$ cat src/rtl/fra_pkg.sv
// Shared types and constants for the fraction arithmetic reduce core.
// Holds operation and status codes and the controller/datapath interface structs.
// No dependencies.
`default_nettype none

package fra_pkg;

    // Default operand width and the fixed widths of the result fields.
    localparam int VALUE_WIDTH_DEF = 16;
    localparam int NUM_OUT_W       = 33;
    localparam int DEN_OUT_W       = 31;

    // Operation codes.
    localparam logic [1:0] OP_ADD = 2'd0;
    localparam logic [1:0] OP_SUB = 2'd1;
    localparam logic [1:0] OP_MUL = 2'd2;
    localparam logic [1:0] OP_DIV = 2'd3;

    // Status codes.
    localparam logic [1:0] ST_OK       = 2'd0;
    localparam logic [1:0] ST_DEN_ZERO = 2'd1;
    localparam logic [1:0] ST_DIV_ZERO = 2'd2;

    // Which cross product the shared multiplier forms.
    typedef enum logic [1:0] {
        PROD_A,
        PROD_B,
        PROD_D
    } prod_sel_t;

    // Which kind of result is written to the output registers.
    typedef enum logic [1:0] {
        RES_OK,
        RES_ZERO,
        RES_ERR_DEN,
        RES_ERR_DIV
    } res_kind_t;

    // Commands from the controller to the datapath.
    typedef struct packed {
        logic      load;
        logic      mul_en;
        prod_sel_t mul_sel;
        logic      combine;
        logic      gcd_init;
        logic      gcd_step;
        logic      gcd_fin;
        logic      div_init;
        logic      div_sel_den;
        logic      div_step;
        logic      div_save;
        logic      emit;
        res_kind_t emit_kind;
    } cmd_t;

    // Status from the datapath to the controller.
    typedef struct packed {
        logic den_zero;
        logic div_zero;
        logic num_zero;
        logic gcd_done;
        logic div_last;
    } stat_t;

endpackage

`default_nettype wire

$ cat src/rtl/fra_dp.sv
// Datapath of the fraction arithmetic reduce core: operand registers, shared
// multiplier, binary GCD unit, restoring divider and result registers.
// Depends on fra_pkg.
`default_nettype none

module fra_dp #(
    parameter int VALUE_WIDTH = fra_pkg::VALUE_WIDTH_DEF
) (
    input  wire                              clk,
    input  wire  fra_pkg::cmd_t              cmd,
    output fra_pkg::stat_t                   stat,
    input  wire  [1:0]                       req_type,
    input  wire  signed [VALUE_WIDTH-1:0]    first_numerator,
    input  wire  signed [VALUE_WIDTH-1:0]    first_denominator,
    input  wire  signed [VALUE_WIDTH-1:0]    second_numerator,
    input  wire  signed [VALUE_WIDTH-1:0]    second_denominator,
    output logic signed [fra_pkg::NUM_OUT_W-1:0] result_numerator,
    output logic [fra_pkg::DEN_OUT_W-1:0]    result_denominator,
    output logic [1:0]                       status
);

    localparam int VW   = VALUE_WIDTH;
    localparam int PW   = 2 * VW;
    localparam int MW   = PW;
    localparam int CW   = $clog2(MW);
    localparam int NEXT = (MW + 1 > fra_pkg::NUM_OUT_W) ? MW + 1 : fra_pkg::NUM_OUT_W;
    localparam int DEXT = (MW > fra_pkg::DEN_OUT_W) ? MW : fra_pkg::DEN_OUT_W;

    // Operand registers.
    logic [1:0]           op_reg;
    logic signed [VW-1:0] n1_reg, d1_reg, n2_reg, d2_reg;

    // Products and combined numerator.
    logic signed [PW-1:0] pa_reg, pb_reg, pd_reg;
    logic signed [PW:0]   num_reg;
    logic                 neg_reg;

    // GCD state.
    logic [MW-1:0] ga_reg, gb_reg, g_reg;
    logic [CW-1:0] gk_reg;

    // Divider state.
    logic [MW-1:0] dq_reg;
    logic [MW:0]   dr_reg;
    logic [CW-1:0] dc_reg;
    logic [MW-1:0] qn_reg;

    // Result registers.
    logic signed [fra_pkg::NUM_OUT_W-1:0] res_num_reg;
    logic [fra_pkg::DEN_OUT_W-1:0]        res_den_reg;
    logic [1:0]                           res_st_reg;

    logic signed [VW-1:0] mul_x, mul_y;
    logic signed [PW-1:0] mul_p;
    logic signed [PW:0]   num_next;
    logic signed [PW:0]   num_abs;
    logic signed [PW-1:0] den_abs;
    logic [MW:0]          div_shift;
    logic                 div_ge;
    logic [NEXT-1:0]      qn_ext, qn_signed;
    logic [DEXT-1:0]      qd_ext;

    // Operand selection for the shared multiplier.
    always_comb
    begin
        case (cmd.mul_sel)
            fra_pkg::PROD_A:
            begin
                mul_x = n1_reg;
                mul_y = (op_reg == fra_pkg::OP_MUL) ? n2_reg : d2_reg;
            end
            fra_pkg::PROD_B:
            begin
                mul_x = n2_reg;
                mul_y = d1_reg;
            end
            default:
            begin
                mul_x = d1_reg;
                mul_y = (op_reg == fra_pkg::OP_DIV) ? n2_reg : d2_reg;
            end
        endcase
    end

    assign mul_p = PW'(mul_x) * PW'(mul_y);

    // Numerator from the cross products.
    always_comb
    begin
        case (op_reg)
            fra_pkg::OP_ADD: num_next = (PW+1)'(pa_reg) + (PW+1)'(pb_reg);
            fra_pkg::OP_SUB: num_next = (PW+1)'(pa_reg) - (PW+1)'(pb_reg);
            default:         num_next = (PW+1)'(pa_reg);
        endcase
    end

    // Magnitudes of the unreduced numerator and denominator.
    assign num_abs = num_reg[PW] ? -num_reg : num_reg;
    assign den_abs = pd_reg[PW-1] ? -pd_reg : pd_reg;

    // One restoring division step.
    assign div_shift = {dr_reg[MW-1:0], dq_reg[MW-1]};
    assign div_ge    = (div_shift >= {1'b0, g_reg});

    // Status toward the controller.
    assign stat.den_zero = (d1_reg == '0) || (d2_reg == '0);
    assign stat.div_zero = (op_reg == fra_pkg::OP_DIV) && (n2_reg == '0);
    assign stat.num_zero = (num_reg == '0);
    assign stat.gcd_done = (ga_reg == gb_reg);
    assign stat.div_last = (dc_reg == CW'(MW - 1));

    // Signed and masked result fields.
    assign qn_ext    = NEXT'(qn_reg);
    assign qn_signed = neg_reg ? (~qn_ext + NEXT'(1)) : qn_ext;
    assign qd_ext    = DEXT'(dq_reg);

    // Operand, product and numerator registers.
    always_ff @(posedge clk)
    begin
        if (cmd.load)
        begin
            op_reg <= req_type;
            n1_reg <= first_numerator;
            d1_reg <= first_denominator;
            n2_reg <= second_numerator;
            d2_reg <= second_denominator;
        end
        if (cmd.mul_en)
        begin
            case (cmd.mul_sel)
                fra_pkg::PROD_A: pa_reg <= mul_p;
                fra_pkg::PROD_B: pb_reg <= mul_p;
                default:         pd_reg <= mul_p;
            endcase
        end
        if (cmd.combine)
        begin
            num_reg <= num_next;
        end
    end

    // Binary GCD: strip common twos, then subtract and halve.
    always_ff @(posedge clk)
    begin
        if (cmd.gcd_init)
        begin
            ga_reg  <= num_abs[MW-1:0];
            gb_reg  <= den_abs[MW-1:0];
            gk_reg  <= '0;
            neg_reg <= num_reg[PW] ^ pd_reg[PW-1];
        end
        else if (cmd.gcd_step)
        begin
            if (!ga_reg[0] && !gb_reg[0])
            begin
                ga_reg <= ga_reg >> 1;
                gb_reg <= gb_reg >> 1;
                gk_reg <= gk_reg + CW'(1);
            end
            else if (!ga_reg[0])
            begin
                ga_reg <= ga_reg >> 1;
            end
            else if (!gb_reg[0])
            begin
                gb_reg <= gb_reg >> 1;
            end
            else if (ga_reg > gb_reg)
            begin
                ga_reg <= (ga_reg - gb_reg) >> 1;
            end
            else
            begin
                gb_reg <= (gb_reg - ga_reg) >> 1;
            end
        end
        if (cmd.gcd_fin)
        begin
            g_reg <= ga_reg << gk_reg;
        end
    end

    // Restoring divider by the GCD, one quotient bit per cycle.
    always_ff @(posedge clk)
    begin
        if (cmd.div_save)
        begin
            qn_reg <= dq_reg;
        end
        if (cmd.div_init)
        begin
            dq_reg <= cmd.div_sel_den ? den_abs[MW-1:0] : num_abs[MW-1:0];
            dr_reg <= '0;
            dc_reg <= '0;
        end
        else if (cmd.div_step)
        begin
            dq_reg <= {dq_reg[MW-2:0], div_ge};
            dr_reg <= div_ge ? (div_shift - {1'b0, g_reg}) : div_shift;
            dc_reg <= dc_reg + CW'(1);
        end
    end

    // Result registers, written once per transaction.
    always_ff @(posedge clk)
    begin
        if (cmd.emit)
        begin
            case (cmd.emit_kind)
                fra_pkg::RES_OK:
                begin
                    res_num_reg <= qn_signed[fra_pkg::NUM_OUT_W-1:0];
                    res_den_reg <= qd_ext[fra_pkg::DEN_OUT_W-1:0];
                    res_st_reg  <= fra_pkg::ST_OK;
                end
                fra_pkg::RES_ZERO:
                begin
                    res_num_reg <= '0;
                    res_den_reg <= fra_pkg::DEN_OUT_W'(1);
                    res_st_reg  <= fra_pkg::ST_OK;
                end
                fra_pkg::RES_ERR_DEN:
                begin
                    res_num_reg <= '0;
                    res_den_reg <= '0;
                    res_st_reg  <= fra_pkg::ST_DEN_ZERO;
                end
                default:
                begin
                    res_num_reg <= '0;
                    res_den_reg <= '0;
                    res_st_reg  <= fra_pkg::ST_DIV_ZERO;
                end
            endcase
        end
    end

    assign result_numerator   = res_num_reg;
    assign result_denominator = res_den_reg;
    assign status             = res_st_reg;

endmodule

`default_nettype wire

$ cat src/rtl/fra_ctrl.sv
// Controller of the fraction arithmetic reduce core: sequences the checks,
// products, GCD and the two divisions, and raises the done strobe.
// Depends on fra_pkg.
`default_nettype none

module fra_ctrl (
    input  wire            clk,
    input  wire            rst_n,
    input  wire            start,
    output logic           busy,
    output logic           done,
    output fra_pkg::cmd_t  cmd,
    input  wire fra_pkg::stat_t stat
);

    typedef enum logic [3:0] {
        S_IDLE,
        S_CHECK,
        S_MUL_A,
        S_MUL_B,
        S_MUL_D,
        S_COMBINE,
        S_MAG,
        S_GCD,
        S_DIVN_INIT,
        S_DIVN,
        S_DIVD_INIT,
        S_DIVD,
        S_EMIT
    } state_t;

    state_t state_reg, state_next;
    logic   done_reg, done_next;

    // Next state and command decode.
    always_comb
    begin
        state_next = state_reg;
        done_next  = 1'b0;
        cmd        = '0;
        case (state_reg)
            S_IDLE:
            begin
                if (start)
                begin
                    cmd.load   = 1'b1;
                    state_next = S_CHECK;
                end
            end
            S_CHECK:
            begin
                if (stat.den_zero)
                begin
                    cmd.emit      = 1'b1;
                    cmd.emit_kind = fra_pkg::RES_ERR_DEN;
                    done_next     = 1'b1;
                    state_next    = S_IDLE;
                end
                else if (stat.div_zero)
                begin
                    cmd.emit      = 1'b1;
                    cmd.emit_kind = fra_pkg::RES_ERR_DIV;
                    done_next     = 1'b1;
                    state_next    = S_IDLE;
                end
                else
                begin
                    state_next = S_MUL_A;
                end
            end
            S_MUL_A:
            begin
                cmd.mul_en  = 1'b1;
                cmd.mul_sel = fra_pkg::PROD_A;
                state_next  = S_MUL_B;
            end
            S_MUL_B:
            begin
                cmd.mul_en  = 1'b1;
                cmd.mul_sel = fra_pkg::PROD_B;
                state_next  = S_MUL_D;
            end
            S_MUL_D:
            begin
                cmd.mul_en  = 1'b1;
                cmd.mul_sel = fra_pkg::PROD_D;
                state_next  = S_COMBINE;
            end
            S_COMBINE:
            begin
                cmd.combine = 1'b1;
                state_next  = S_MAG;
            end
            S_MAG:
            begin
                if (stat.num_zero)
                begin
                    cmd.emit      = 1'b1;
                    cmd.emit_kind = fra_pkg::RES_ZERO;
                    done_next     = 1'b1;
                    state_next    = S_IDLE;
                end
                else
                begin
                    cmd.gcd_init = 1'b1;
                    state_next   = S_GCD;
                end
            end
            S_GCD:
            begin
                if (stat.gcd_done)
                begin
                    cmd.gcd_fin = 1'b1;
                    state_next  = S_DIVN_INIT;
                end
                else
                begin
                    cmd.gcd_step = 1'b1;
                end
            end
            S_DIVN_INIT:
            begin
                cmd.div_init = 1'b1;
                state_next   = S_DIVN;
            end
            S_DIVN:
            begin
                cmd.div_step = 1'b1;
                if (stat.div_last)
                begin
                    state_next = S_DIVD_INIT;
                end
            end
            S_DIVD_INIT:
            begin
                cmd.div_save    = 1'b1;
                cmd.div_init    = 1'b1;
                cmd.div_sel_den = 1'b1;
                state_next      = S_DIVD;
            end
            S_DIVD:
            begin
                cmd.div_step = 1'b1;
                if (stat.div_last)
                begin
                    state_next = S_EMIT;
                end
            end
            S_EMIT:
            begin
                cmd.emit      = 1'b1;
                cmd.emit_kind = fra_pkg::RES_OK;
                done_next     = 1'b1;
                state_next    = S_IDLE;
            end
            default:
            begin
                state_next = S_IDLE;
            end
        endcase
    end

    // State and done strobe.
    always_ff @(posedge clk or negedge rst_n)
    begin
        if (!rst_n)
        begin
            state_reg <= S_IDLE;
            done_reg  <= 1'b0;
        end
        else
        begin
            state_reg <= state_next;
            done_reg  <= done_next;
        end
    end

    assign busy = (state_reg != S_IDLE);
    assign done = done_reg;

endmodule

`default_nettype wire

$ cat src/rtl/fraction_arithmetic_reduce_core.sv
// Errors are reported from the check state and a zero numerator after the products,
// both without the GCD and the divisions. One transaction at a time: busy is low
// again in the cycle that done is high. The two restoring divisions by the GCD
// and the binary GCD loop take most of the time of a transaction. rst_n clears the
// controller asynchronously; results are valid only while done is high.
`default_nettype none

module fraction_arithmetic_reduce_core #(
    parameter int VALUE_WIDTH = fra_pkg::VALUE_WIDTH_DEF
) (
    input  wire                               clk,
    input  wire                               rst_n,
    input  wire                               start,
    output logic                              busy,
    input  wire  [1:0]                        req_type,
    input  wire  signed [VALUE_WIDTH-1:0]     first_numerator,
    input  wire  signed [VALUE_WIDTH-1:0]     first_denominator,
    input  wire  signed [VALUE_WIDTH-1:0]     second_numerator,
    input  wire  signed [VALUE_WIDTH-1:0]     second_denominator,
    output logic                              done,
    output logic signed [fra_pkg::NUM_OUT_W-1:0] result_numerator,
    output logic [fra_pkg::DEN_OUT_W-1:0]     result_denominator,
    output logic [1:0]                        status
);

    fra_pkg::cmd_t  cmd;
    fra_pkg::stat_t stat;

    // Sequencer.
    fra_ctrl u_ctrl (
        .clk   (clk),
        .rst_n (rst_n),
        .start (start),
        .busy  (busy),
        .done  (done),
        .cmd   (cmd),
        .stat  (stat)
    );

    // Arithmetic and result registers.
    fra_dp #(
        .VALUE_WIDTH (VALUE_WIDTH)
    ) u_dp (
        .clk                (clk),
        .cmd                (cmd),
        .stat               (stat),
        .req_type           (req_type),
        .first_numerator    (first_numerator),
        .first_denominator  (first_denominator),
        .second_numerator   (second_numerator),
        .second_denominator (second_denominator),
        .result_numerator   (result_numerator),
        .result_denominator (result_denominator),
        .status             (status)
    );

endmodule

`default_nettype wire
$ cat config.mk
export PLATFORM = sky130hd
export DESIGN_NAME = fraction_arithmetic_reduce_core
export DESIGN_NICKNAME = d
export VERILOG_FILES = /design/src/rtl/fra_pkg.sv /design/src/rtl/fra_dp.sv /design/src/rtl/fra_ctrl.sv /design/src/rtl/fraction_arithmetic_reduce_core.sv
export SDC_FILE = /design/constraint.sdc
export NUM_CORES = 2
export LEC_CHECK = 0
export BUFFER_PORTS_ARGS = -buffer_cell sky130_fd_sc_hd__buf_4
export CORE_MARGIN = 1
export CORE_UTILIZATION = 50
export CTS_BUF_LIST = sky130_fd_sc_hd__clkbuf_8
export DETAILED_ROUTE_END_ITERATION = 8
export PLACE_DENSITY = 0.75
export SYNTH_ARGS = -nofsm -noshare
export SYNTH_HDL_FRONTEND = slang
export SYNTH_SLANG_ARGS = --single-unit
$ cat constraint.sdc
create_clock -name clk -period 9.8 [get_ports clk]
set_input_delay 0 -clock clk [delete_from_list [all_inputs] [get_ports clk]]
set_output_delay 0 -clock clk [all_outputs]
set_load 0.02 [all_outputs]
==> results.sh <==
export IMPL_crit_path_end_kind="register"
export IMPL_finalNetCount=4754
export IMPL_wl_per_cell_um=19.8
export IMPL_maxCapViolations=0
export IMPL_area_growth_pct=10.8
export IMPL_cts_setup_buffers=0
export IMPL_initialDrtViolationCount=3335
export IMPL_holdPathStages=2
export IMPL_path_buf_inv=4
export IMPL_yosysTopAreaCell="edfxtp_1"
export IMPL_synth_compound_area_frac=0.147
export IMPL_synth_top_cells_by_count="448 x nand2_1, 434 x inv_1, 422 x edfxtp_1"
export IMPL_cp_common_cell="fa_1"
export IMPL_dpl_hpwl_um=81000
export IMPL_syn_instance_count=4058
export IMPL_syn_num_nets=4610
export IMPL_routed_wl_um=105000
export IMPL_clkTransAtPathRegs_ps=70
export IMPL_hold_class="in2reg"
export IMPL_netSwitchingFraction=0.216
export IMPL_status="completed"
export IMPL_n_fill_cell=6636
export IMPL_net_switching_power_uw=850
export IMPL_first_global_vias=29900
export IMPL_synth_xor_area_frac=0.0611
export IMPL_crit_path_max_fanout=36
export IMPL_ys_ff_latch=469
export IMPL_grt_overflow_total=0
export IMPL_ys_top_cells_by_area="edfxtp_1 33%, fa_1 14%, ha_1 7.0%"
export IMPL_drive_above_1_share=0.0868
export IMPL_criticalPathCategory="reg2reg"
export IMPL_clkLatencyLatePin_ps=690
export IMPL_synth_warnings=0
export IMPL_tightest_slew_ps=1120
export IMPL_place_congestion=0.974
export IMPL_root_buffer="clkbuf_8"
export IMPL_grt_usage=0.269
export IMPL_tns_ps=0
export IMPL_power_frac_seq=0.546
export IMPL_grt_max_degree=68
export IMPL_crit_required_ps=10210
export IMPL_vias=30700
export IMPL_start_util=0.507
export IMPL_synthArstFlopShare=0.0107
export IMPL_yosysMostFrequentCell="nand2_1"
export IMPL_synth_top_family_by_area="adder cells"
export IMPL_rrSetupSlack_ps=1020
export IMPL_final_period_utilization=0.896
export IMPL_max_stage_delay_ps=850
export IMPL_cpLargestDelayFamily="adder cells"
export IMPL_grt_pass1_wl_um=166000
export IMPL_synth_edf_count=422
export IMPL_synthMuxAreaShare=0.0298
export IMPL_post_route_min_period_ps=8780
export IMPL_hold_path_end="u_dp.d1_reg[7]"
export IMPL_synth_top_area_share=0.327
export IMPL_clock_sinks=469
export IMPL_hold_viol=0
export IMPL_p_int_uw=3090
export IMPL_slew_headroom=0.253
export IMPL_timing_rr_end="u_dp.pd_reg[30]"
export IMPL_cts_tree="built"
export IMPL_vdd_drop_max_mv=0.0728
export IMPL_die_w_um=280
export IMPL_clock_path_buffers=3
export IMPL_crit_slowest_cell="nor2_1"
export IMPL_rows=101
export IMPL_die_area_um2=78600
export IMPL_ios=137
export IMPL_drt_pass1_iterations=8
export IMPL_clockPowerShare=0.443
export IMPL_power_density_nw_per_um2=91.8
export IMPL_finalSetupViolations=0
export IMPL_start_kind="register"
export IMPL_fp_dieH_um=280
export IMPL_combPwrFrac=0.012
export IMPL_crit_path_start="u_ctrl.state_reg[3]"
export IMPL_rsz0062_at_grt="false"
export IMPL_synth_seq_area_share=0.352
export IMPL_syn_area_per_cell_um2=9.54
export IMPL_ys_types=83
export IMPL_htreeDepth=3
export IMPL_drv_slew=0
export IMPL_postCtsHoldBufs=70
export IMPL_cts_resized=0
export IMPL_core_um2=76300
export IMPL_r2r_cells=27
export IMPL_r2r_start="u_ctrl.state_reg[3]"
export IMPL_viasPerCell=5.80
export IMPL_finClkSkew_ps=37.5
export IMPL_cp_arrival_ps=9190
export IMPL_fin_util=0.562
export IMPL_synth_main_ff_cell="edfxtp_1"
export IMPL_cts_buffers=80
export IMPL_drcViolationCount=0
export IMPL_syn_cell_area_um2=38700
export IMPL_port_buffers=136
export IMPL_antenna_found_initial=9
export IMPL_max_freq_mhz=114
export IMPL_synth_simple_gate_area_frac=0.140
export IMPL_synth_fa_ha_area_frac=0.208
export IMPL_min_from="first_denominator[7]"
export IMPL_ant_nets=0
export IMPL_p_leak_uw=0.0186
power groups by stage:
stage | clock network [µW] | registers, µW | logic, µW
floorplan | 0 | 2190 | 0.0151
global placement | 0 | 2190 | 22.1
detailed placement | 0 | 2190 | 22.6
CTS | 1770 | 2150 | 44.7
global route | 1850 | 2150 | 48.4
finish | 1750 | 2150 | 45.9
layout by cell type, fill, tap and decap left out, types with 37 or more instances in the layout:
cell           Yosys  routed
nand2_1          448     448
inv_1            434     446
edfxtp_1         422     422
nor2_1           404     402
fa_1             266     266
o21ai_0          265     263
a21oi_1          220     220
ha_1             217     217
buf_4              4     185
xnor2_1          151     151
xor2_1           119     119
a21o_1            87      87
mux2i_1           84      84
clkbuf_8           0      84
dlygate4sd3_1      0      70
nand3_1           47      47
a221oi_1          44      44
and3_1            42      41
dfxtp_1           42      41
nand2b_1          38      37
worst max-delay path by stage:
stage | slack (ps) | cells past startpoint | endpoint
after floorplan | 1410 | 28 | u_dp.pa_reg[30]
after global placement | 1310 | 29 | u_dp.pa_reg[30]
after detailed placement | 1190 | 27 | u_dp.pd_reg[30]
after CTS | 1160 | 27 | u_dp.pd_reg[30]
after global routing | 530 | 29 | u_dp.pd_reg[30]
final | 1020 | 27 | u_dp.pd_reg[30]
cells by family after synthesis:
logic type      count (synthesis)
compound gates                906
xor+xnor                      270
fa+ha+maj                     483
buf+inv                       630
flops                         469
mux                           102
simple gates                 1198
through the flow:
step           cell area [µm²]  instances  setup slack [ps]  hold WS [ps]  power, µW
3_3_place_gp             40700       5080              1310          -171       2220
5_1_grt                  42900       5295               525          20.0       4050
4_1_cts                  42900       5294              1160          4.95       3960
6_report                 42900       5298              1020          39.2       3940
3_5_place_dp             40700       5080              1190          -170       2220
2_1_floorplan            38700       4058              1410          -296       2190
layer usage:
metal  wire (µm)  vias up  GRT usage
met4        2720        4     0.0824
met1       44500    14800      0.375
met2       47800     1374      0.425
met3        9580      181     0.0495
met5          29        -          0
li1            -    14300          -
area by class of cell:
cell class                 instances  area (µm²)  area share
multi-input combinational       2959       22700       0.529
clock buffer                      84        1160      0.0269
tap                             1030        1290      0.0300
inverter                         437        1640      0.0382
antenna                            4        10.0    0.000233
sequential                       469       13600       0.318
clock inverter                    60         389     0.00907
timing repair buffer             255        2090      0.0487
No activity file was read; power rests on OpenSTA's default activity.
